<file path="config.mk">
export PLATFORM = sky130hd
export DESIGN_NAME = line_edit_gap_buffer_top
export DESIGN_NICKNAME = d
export VERILOG_FILES = /design/src/rtl/lgb_pkg.sv /design/src/rtl/line_edit_gap_buffer_top.sv
export SDC_FILE = /design/constraint.sdc
export NUM_CORES = 2
export LEC_CHECK = 0
export BUFFER_PORTS_ARGS = -buffer_cell sky130_fd_sc_hd__buf_2
export CAP_MARGIN = 30
export CORE_ASPECT_RATIO = 1.2
export CORE_MARGIN = 2
export CORE_UTILIZATION = 25
export DETAILED_ROUTE_END_ITERATION = 12
export PLACE_DENSITY = 0.51
export SLEW_MARGIN = 20
export SYNTH_ARGS = -nofsm -noshare
export SYNTH_HDL_FRONTEND = slang
export SYNTH_SLANG_ARGS = --single-unit
</file>
<file path="constraint.sdc">
create_clock -name clk -period 4 [get_ports clk]
set_clock_uncertainty 0.1 [all_clocks]
set_input_delay 0.2 -clock clk [delete_from_list [all_inputs] [get_ports clk]]
set_output_delay 0.2 -clock clk [all_outputs]
set_load 0.1 [all_outputs]
</file>
<file path="src/rtl/lgb_pkg.sv">
// ----------------------------------------------------------------------------
// lgb_pkg
// Shared constants and types for the gap-buffer line editor.
// ----------------------------------------------------------------------------
package lgb_pkg;

  // Buffer sizing
  localparam int LINE_CAPACITY = 64;
  localparam int IDX_W         = $clog2(LINE_CAPACITY);
  localparam int CNT_W         = IDX_W + 1;
  localparam int TOT_W         = CNT_W + 1;

  // Keystroke codes
  localparam logic [7:0] KEY_LEFT    = 8'h3C;
  localparam logic [7:0] KEY_RIGHT   = 8'h3E;
  localparam logic [7:0] KEY_DELETE  = 8'h2D;
  localparam logic [7:0] KEY_NEWLINE = 8'h0A;
  localparam logic [7:0] PRINT_LOW   = 8'd32;
  localparam logic [7:0] PRINT_HIGH  = 8'd126;

  // Result status codes
  localparam logic [1:0] ST_CHAR  = 2'd0;
  localparam logic [1:0] ST_EMPTY = 2'd1;
  localparam logic [1:0] ST_BAD   = 2'd2;
  localparam logic [1:0] ST_FULL  = 2'd3;

  // Sequencer states
  typedef enum logic [1:0] {
    S_IDLE,
    S_MOVE,
    S_EMIT_RD,
    S_EMIT_LD
  } state_t;

endpackage

</file>
<file path="src/rtl/line_edit_gap_buffer_top.sv">
// Printable keys push and '-' pops the left stack from idle; '<' and '>' move the
// cursor: read from one store, then write into the other; at an edge nothing moves.
// Newline emits each character by a read state then a load state, set by the single
// registered read port of each store; the load waits while the output is held.
// Bad, full and empty-line results appear the cycle after the input beat.
// Reset clears the counts, sequencer and output valid flag; stores are not cleared.
// ----------------------------------------------------------------------------
// line_edit_gap_buffer_top
// Keystroke line editor keeping the line as two stacks around the cursor,
// with a small sequencer driving one write and one read port per store.
// ----------------------------------------------------------------------------
module line_edit_gap_buffer_top (
  input  logic       clk,
  input  logic       rst_n,
  input  logic       in_valid,
  output logic       in_ready,
  input  logic [7:0] in_key_byte,
  output logic       out_valid,
  input  logic       out_ready,
  output logic [7:0] out_char,
  output logic [1:0] out_status,
  output logic       out_last
);

  localparam int IW = lgb_pkg::IDX_W;
  localparam int CW = lgb_pkg::CNT_W;
  localparam int TW = lgb_pkg::TOT_W;

  // Stores
  logic [7:0] l_mem [lgb_pkg::LINE_CAPACITY];
  logic [7:0] r_mem [lgb_pkg::LINE_CAPACITY];
  logic [7:0] l_rdata_r, r_rdata_r;
  logic          l_we, r_we, l_re, r_re;
  logic [IW-1:0] l_waddr, r_waddr, l_raddr, r_raddr;
  logic [7:0]    l_wdata, r_wdata;

  // Control and datapath registers
  lgb_pkg::state_t state_r, state_nxt;
  logic [CW-1:0] l_cnt_r, l_cnt_nxt, r_cnt_r, r_cnt_nxt;
  logic [CW-1:0] emit_idx_r, emit_idx_nxt;
  logic          mv_left_r, mv_left_nxt;
  logic          sel_left_r, sel_left_nxt;
  logic          out_valid_r, out_valid_nxt;
  logic [7:0]    out_char_r, out_char_nxt;
  logic [1:0]    out_status_r, out_status_nxt;
  logic          out_last_r, out_last_nxt;

  // Derived values
  logic          out_free, in_fire, printable, emit_last;
  logic [TW-1:0] total, r_emit_pos;
  logic [CW-1:0] l_dec, r_dec;

  assign out_free   = !out_valid_r || out_ready;
  assign in_ready   = (state_r == lgb_pkg::S_IDLE) && out_free;
  assign in_fire    = in_valid && in_ready;
  assign total      = {1'b0, l_cnt_r} + {1'b0, r_cnt_r};
  assign l_dec      = l_cnt_r - CW'(1);
  assign r_dec      = r_cnt_r - CW'(1);
  assign r_emit_pos = total - TW'(1) - {1'b0, emit_idx_r};
  assign emit_last  = ({1'b0, emit_idx_r} + TW'(1)) == total;
  assign printable  = (in_key_byte >= lgb_pkg::PRINT_LOW) &&
                      (in_key_byte <= lgb_pkg::PRINT_HIGH);

  assign out_valid  = out_valid_r;
  assign out_char   = out_char_r;
  assign out_status = out_status_r;
  assign out_last   = out_last_r;

  // Store ports: one write, one registered read each
  always_ff @(posedge clk) begin
    if (l_we) l_mem[l_waddr] <= l_wdata;
    if (l_re) l_rdata_r <= l_mem[l_raddr];
  end

  always_ff @(posedge clk) begin
    if (r_we) r_mem[r_waddr] <= r_wdata;
    if (r_re) r_rdata_r <= r_mem[r_raddr];
  end

  // Next state
  always_comb begin
    state_nxt = state_r;
    unique case (state_r)
      lgb_pkg::S_IDLE: begin
        if (in_fire) begin
          priority if (in_key_byte == lgb_pkg::KEY_LEFT) begin
            if (l_cnt_r != '0) state_nxt = lgb_pkg::S_MOVE;
          end else if (in_key_byte == lgb_pkg::KEY_RIGHT) begin
            if (r_cnt_r != '0) state_nxt = lgb_pkg::S_MOVE;
          end else if (in_key_byte == lgb_pkg::KEY_NEWLINE) begin
            if (total != '0) state_nxt = lgb_pkg::S_EMIT_RD;
          end else begin
            state_nxt = lgb_pkg::S_IDLE;
          end
        end
      end
      lgb_pkg::S_MOVE:    state_nxt = lgb_pkg::S_IDLE;
      lgb_pkg::S_EMIT_RD: state_nxt = lgb_pkg::S_EMIT_LD;
      lgb_pkg::S_EMIT_LD: begin
        if (out_free) state_nxt = emit_last ? lgb_pkg::S_IDLE : lgb_pkg::S_EMIT_RD;
      end
      default:            state_nxt = lgb_pkg::S_IDLE;
    endcase
  end

  // Datapath and outputs
  always_comb begin
    l_we = 1'b0; l_waddr = '0; l_wdata = '0; l_re = 1'b0; l_raddr = '0;
    r_we = 1'b0; r_waddr = '0; r_wdata = '0; r_re = 1'b0; r_raddr = '0;
    l_cnt_nxt      = l_cnt_r;
    r_cnt_nxt      = r_cnt_r;
    emit_idx_nxt   = emit_idx_r;
    mv_left_nxt    = mv_left_r;
    sel_left_nxt   = sel_left_r;
    out_valid_nxt  = out_valid_r && !out_ready;
    out_char_nxt   = out_char_r;
    out_status_nxt = out_status_r;
    out_last_nxt   = out_last_r;

    unique case (state_r)
      lgb_pkg::S_IDLE: begin
        if (in_fire) begin
          priority if (in_key_byte == lgb_pkg::KEY_LEFT) begin
            // pop left top, pushed right in the next cycle
            if (l_cnt_r != '0) begin
              l_cnt_nxt   = l_dec;
              l_re        = 1'b1;
              l_raddr     = l_dec[IW-1:0];
              mv_left_nxt = 1'b1;
            end
          end else if (in_key_byte == lgb_pkg::KEY_RIGHT) begin
            if (r_cnt_r != '0) begin
              r_cnt_nxt   = r_dec;
              r_re        = 1'b1;
              r_raddr     = r_dec[IW-1:0];
              mv_left_nxt = 1'b0;
            end
          end else if (in_key_byte == lgb_pkg::KEY_DELETE) begin
            if (l_cnt_r != '0) l_cnt_nxt = l_dec;
          end else if (in_key_byte == lgb_pkg::KEY_NEWLINE) begin
            if (total == '0) begin
              out_valid_nxt  = 1'b1;
              out_char_nxt   = '0;
              out_status_nxt = lgb_pkg::ST_EMPTY;
              out_last_nxt   = 1'b1;
            end else begin
              emit_idx_nxt = '0;
            end
          end else if (!printable) begin
            out_valid_nxt  = 1'b1;
            out_char_nxt   = '0;
            out_status_nxt = lgb_pkg::ST_BAD;
            out_last_nxt   = 1'b1;
          end else if (total >= TW'(lgb_pkg::LINE_CAPACITY)) begin
            out_valid_nxt  = 1'b1;
            out_char_nxt   = '0;
            out_status_nxt = lgb_pkg::ST_FULL;
            out_last_nxt   = 1'b1;
          end else begin
            // insert at cursor
            l_we      = 1'b1;
            l_waddr   = l_cnt_r[IW-1:0];
            l_wdata   = in_key_byte;
            l_cnt_nxt = l_cnt_r + CW'(1);
          end
        end
      end
      lgb_pkg::S_MOVE: begin
        if (mv_left_r) begin
          r_we      = 1'b1;
          r_waddr   = r_cnt_r[IW-1:0];
          r_wdata   = l_rdata_r;
          r_cnt_nxt = r_cnt_r + CW'(1);
        end else begin
          l_we      = 1'b1;
          l_waddr   = l_cnt_r[IW-1:0];
          l_wdata   = r_rdata_r;
          l_cnt_nxt = l_cnt_r + CW'(1);
        end
      end
      lgb_pkg::S_EMIT_RD: begin
        // left stack bottom-up, then right stack top-down
        if (emit_idx_r < l_cnt_r) begin
          l_re         = 1'b1;
          l_raddr      = emit_idx_r[IW-1:0];
          sel_left_nxt = 1'b1;
        end else begin
          r_re         = 1'b1;
          r_raddr      = r_emit_pos[IW-1:0];
          sel_left_nxt = 1'b0;
        end
      end
      lgb_pkg::S_EMIT_LD: begin
        if (out_free) begin
          out_valid_nxt  = 1'b1;
          out_char_nxt   = sel_left_r ? l_rdata_r : r_rdata_r;
          out_status_nxt = lgb_pkg::ST_CHAR;
          out_last_nxt   = emit_last;
          if (emit_last) begin
            l_cnt_nxt = '0;
            r_cnt_nxt = '0;
          end else begin
            emit_idx_nxt = emit_idx_r + CW'(1);
          end
        end
      end
      default: begin
      end
    endcase
  end

  // Control registers
  always_ff @(posedge clk) begin
    if (!rst_n) begin
      state_r     <= lgb_pkg::S_IDLE;
      l_cnt_r     <= '0;
      r_cnt_r     <= '0;
      out_valid_r <= 1'b0;
    end else begin
      state_r     <= state_nxt;
      l_cnt_r     <= l_cnt_nxt;
      r_cnt_r     <= r_cnt_nxt;
      out_valid_r <= out_valid_nxt;
    end
  end

  // Payload registers
  always_ff @(posedge clk) begin
    emit_idx_r   <= emit_idx_nxt;
    mv_left_r    <= mv_left_nxt;
    sel_left_r   <= sel_left_nxt;
    out_char_r   <= out_char_nxt;
    out_status_r <= out_status_nxt;
    out_last_r   <= out_last_nxt;
  end

`ifndef SYNTHESIS
  // line never exceeds capacity
  a_cap: assert property (@(posedge clk) disable iff (!rst_n)
    total <= TW'(lgb_pkg::LINE_CAPACITY))
    else $error("line length above capacity");

  // input is only taken by an idle sequencer
  a_ready_idle: assert property (@(posedge clk) disable iff (!rst_n)
    in_ready |-> (state_r == lgb_pkg::S_IDLE))
    else $error("ready outside idle");

  // loading the last character of a line clears both stacks
  a_clear: assert property (@(posedge clk) disable iff (!rst_n)
    (state_r == lgb_pkg::S_EMIT_LD && out_free && emit_last)
      |=> (l_cnt_r == '0 && r_cnt_r == '0 && out_valid_r && out_last_r))
    else $error("line not cleared after emission");

  // emitted characters carry the character status
  a_emit_status: assert property (@(posedge clk) disable iff (!rst_n)
    (state_r == lgb_pkg::S_EMIT_LD && out_free)
      |=> (out_status_r == lgb_pkg::ST_CHAR))
    else $error("bad status on line character");
`endif

endmodule
</file>
==> impl_metrics.py <==
metrics = {
    "logic_synthesis": {
        "ys_types": 93,
        "ys_ff_latch": 1077,
        "yosys_warnings": 0,
        "ys.flop_type": "edfxtp_1",
        "syn_inst": 3337,
        "synth_edf_count": 1060,
        "postSynthAreaPerCell_sq_um": 13.5,
        "synth_area_leaders": "edfxtp_1 71%, nand2_1 5.7%, mux2i_1 3.5%",
        "syn_nets": 3379,
        "yosysSeqAreaShare_pct": 71.6,
        "async_flop_share_pct": 0,
        "synth_area_sq_mm": 0.0449,
        "synth_area_leader_cell": "edfxtp_1",
        "yosysTopAreaCellShare_pct": 70.8,
    },
    "detailed_routing": {
        "drcViolationCount": 0,
        "antenna_left": 0,
        "wl_per_cell_um": 21.8,
        "via_count": 29097,
        "routed_via_density": 4.77,
        "dr.pass1.iters": 5,
        "drt_iter0_markers": 2805,
        "postRouteWirelength_um": 133000,
    },
    "sta": {
        "slew_viol_final": 0,
        "rsz0062_at_grt": "true",
        "fin_crit_ns": 3.93,
        "finalHoldViolCount": 0,
        "worst-slew-pin-transition_ns": 0.928,
        "finalSetupViolCount": 0,
        "fin_crit_sh_pct": 98.3,
        "maxSlewHeadroom_pct": 37.9,
        "fmax_mhz": 254,
    },
    "global_routing": {
        "grt_antenna_before_repair": 9,
        "grt_pass1_wl_um": 192000,
        "grt.total_usage_pct": 14.1,
        "gr-total-overflow": 0,
        "grt_pass1_vias": 28171,
        "grt_max_degree": 68,
    },
    "final_layout": {
        "fillers": 17852,
        "final-instance-count-excl-fill": 6106,
        "drive_gt1_share_pct": 19.0,
        "utilization_pct": 30.8,
        "nNetsFinal": 3727,
        "syn_to_final_growth_pct": 22.6,
    },
    "critical_path": {
        "cp-start-kind": "register",
        "cp-end-kind": "register",
        "crit_required_ns": 4.40,
        "reg2reg_depth": 15,
        "crit_arrival_ns": 4.33,
        "crit_type": "register to register",
        "crit_fanout": 14,
    },
    "min_path": {
        "hp-class": "primary input to register",
        "min_path_cells": 3,
    },
    "pwr": {
        "power-per-cell-area_mw_per_mm2": 535,
        "finalPower_mw": 29.5,
        "p_leak_nw": 19.3,
        "ir_worst_vdd_mv": 0.327,
    },
    "die": {
        "die_x_um": 391,
        "die_area_sq_mm": 0.183,
        "io_pins": 25,
        "row_count": 170,
        "initial_core_util_pct": 25.1,
        "die_h_um": 468,
        "placeableCoreArea_sq_mm": 0.179,
    },
    "clock_network": {
        "clk_pin_slew_ns": 0.06,
        "insertion_delay_ns": 0.75,
        "cts_sinks": 1077,
        "root_buffer": "clkbuf_16",
        "cts_tree": "yes",
        "htreeDepth": 3,
        "numCtsBuffers": 113,
        "clockBufferDepth": 3,
    },
    "placement": {
        "place_inst": 5833,
        "hpwlAfterDp_um": 86000,
        "portBuffers": 24,
        "gp_congestion": 0.881,
    },
    "run_status": {
        "run_status": "complete, no violations",
    },
    "flow_run": {
        "drv_cap": 0,
    },
}
per-layer routing:
layer  part of all wire [%]  global-route usage, %  vias to the layer above
met5                  0.029                      0                        -
li1                       -                      -                    13315
met1                     43                   18.4                    14597
met3                    6.1                   2.69                      254
met2                     48                   23.1                      925
met4                    3.6                   5.03                        6
layout make-up:
class | count | area (sq um) | area share [%]
Sequential cell | 1077 | 32200 | 58.4
Multi-Input combinational cell | 2032 | 12100 | 22.0
Timing Repair Buffer | 429 | 4010 | 7.28
Clock buffer | 138 | 2960 | 5.38
Tap cell | 2322 | 2910 | 5.28
Clock inverter | 73 | 776 | 1.41
Inverter | 32 | 124 | 0.225
Antenna cell | 3 | 7.51 | 0.0136
worst max-delay path, cell delays in order (launching register included):
cell       delay (ns)
dfxtp_1          0.36
ha_2             0.19
inv_1            0.05
fa_2             0.53
inv_1            0.08
fa_2             0.45
and2_4           0.18
a21o_4           0.24
buf_4            0.18
clkbuf_16        0.18
buf_4            0.17
nand2_1          0.06
nand3_1          0.08
and3_1           0.20
o31a_1           0.34
a32o_1           0.27
sequential cells by signal (all words and copies together) (netlist names):
name        count
l_mem         512
r_mem         512
l_rdata_r       8
out_char        8
r_rdata_r       8
emit_idx_r      7
l_cnt_r         7
r_cnt_r         7
out_status      2
state_r         2
mv_left_r       1
out_last        1
out_valid       1
sel_left_r      1
where the power goes:
group          leakage, nW  internal (mW)  total (mW)  switching (mW)
registers             9.87           12.8        12.9           0.127
logic                 7.64           2.19        5.90            3.70
clock network         1.79           6.17        10.6            4.47
synth_stat cells (24+ instances only):
cell type,instances
a21oi_1,180
a22oi_1,43
a31oi_1,35
a32oi_1,57
and3_1,25
buf_2,81
clkbuf_1,77
edfxtp_1,1060
ha_1,28
inv_1,29
mux2i_1,157
nand2_1,687
nand3_1,192
nand4_1,30
nor2_1,206
nor4_1,25
o21ai_0,36
o22ai_1,38
xnor2_1,24
through the flow:
stage               setup slack [ns]  TNS (ns)  instance area (sq um)  hold slack [ns]
finish                        0.0694         0                  55100           0.0820
CTS                          -0.0490   -0.0490                  54300           0.0242
global placement              -0.312     -8.65                  50300            0.434
floorplan                     0.0361         0                  44900            0.320
global route                 -0.0360   -0.0641                  55100           0.0432
detailed placement            -0.284     -5.26                  50300            0.436
layout by cell type, fill, tap and decap left out, types with 8 or more instances in the layout:
cell type	netlist	final
a211oi_1	13	13
a21o_1	18	14
a21oi_1	180	173
a221o_1	8	8
a221oi_1	11	10
a222oi_1	12	12
a22oi_1	43	38
a31oi_1	35	34
a32o_1	15	13
a32oi_1	57	51
and2_1	16	10
and3_1	25	17
and3_2	0	8
buf_12	0	56
buf_2	81	24
buf_4	18	331
bufinv_16	0	14
clkbuf_1	77	23
clkbuf_16	0	119
clkinv_1	2	25
clkinv_2	0	16
clkinvlp_4	0	13
dfxtp_1	17	15
edfxtp_1	1060	1060
ha_1	28	26
inv_1	29	27
mux2i_1	157	156
nand2_1	687	687
nand3_1	192	190
nand4_1	30	30
nor2_1	206	200
nor3_1	18	17
nor4_1	25	23
o21ai_0	36	34
o22ai_1	38	37
xnor2_1	24	19
path summary, 6_finish.rpt:
path	start	endpoint	slack (ns)
setup / recovery	l_cnt_r[0]	r_rdata_r[7]	0.07
hold / removal	in_valid	mv_left_r	0.08
setup reg to reg	l_cnt_r[0]	r_rdata_r[7]	0.07
hold reg to reg	state_r[0]	state_r[0]	0.45
logic make-up after synthesis:
| logic type | count (synthesis) | share of synthesized area (%) |
|---|---|---|
| AO/OA/AOI/OAI | 548 | 8.40 |
| buffers and inverters | 228 | 2.48 |
| adder cells (fa/ha/maj) | 30 | 0.869 |
| flip-flops | 1077 | 71.6 |
| multiplexers | 169 | 3.84 |
| XOR/XNOR | 33 | 0.707 |
| AND/OR/NAND/NOR | 1252 | 12.1 |
timing repair:
item	in CTS	in global routing
pin swaps	7	25
gates resized for setup	35	58
hold buffers	7	0
cloned	0	4
endpoints found under the setup margin	47	84
endpoints found under the hold margin	22	0
setup buffers	5	43
(Power assumes the default switching activity.)
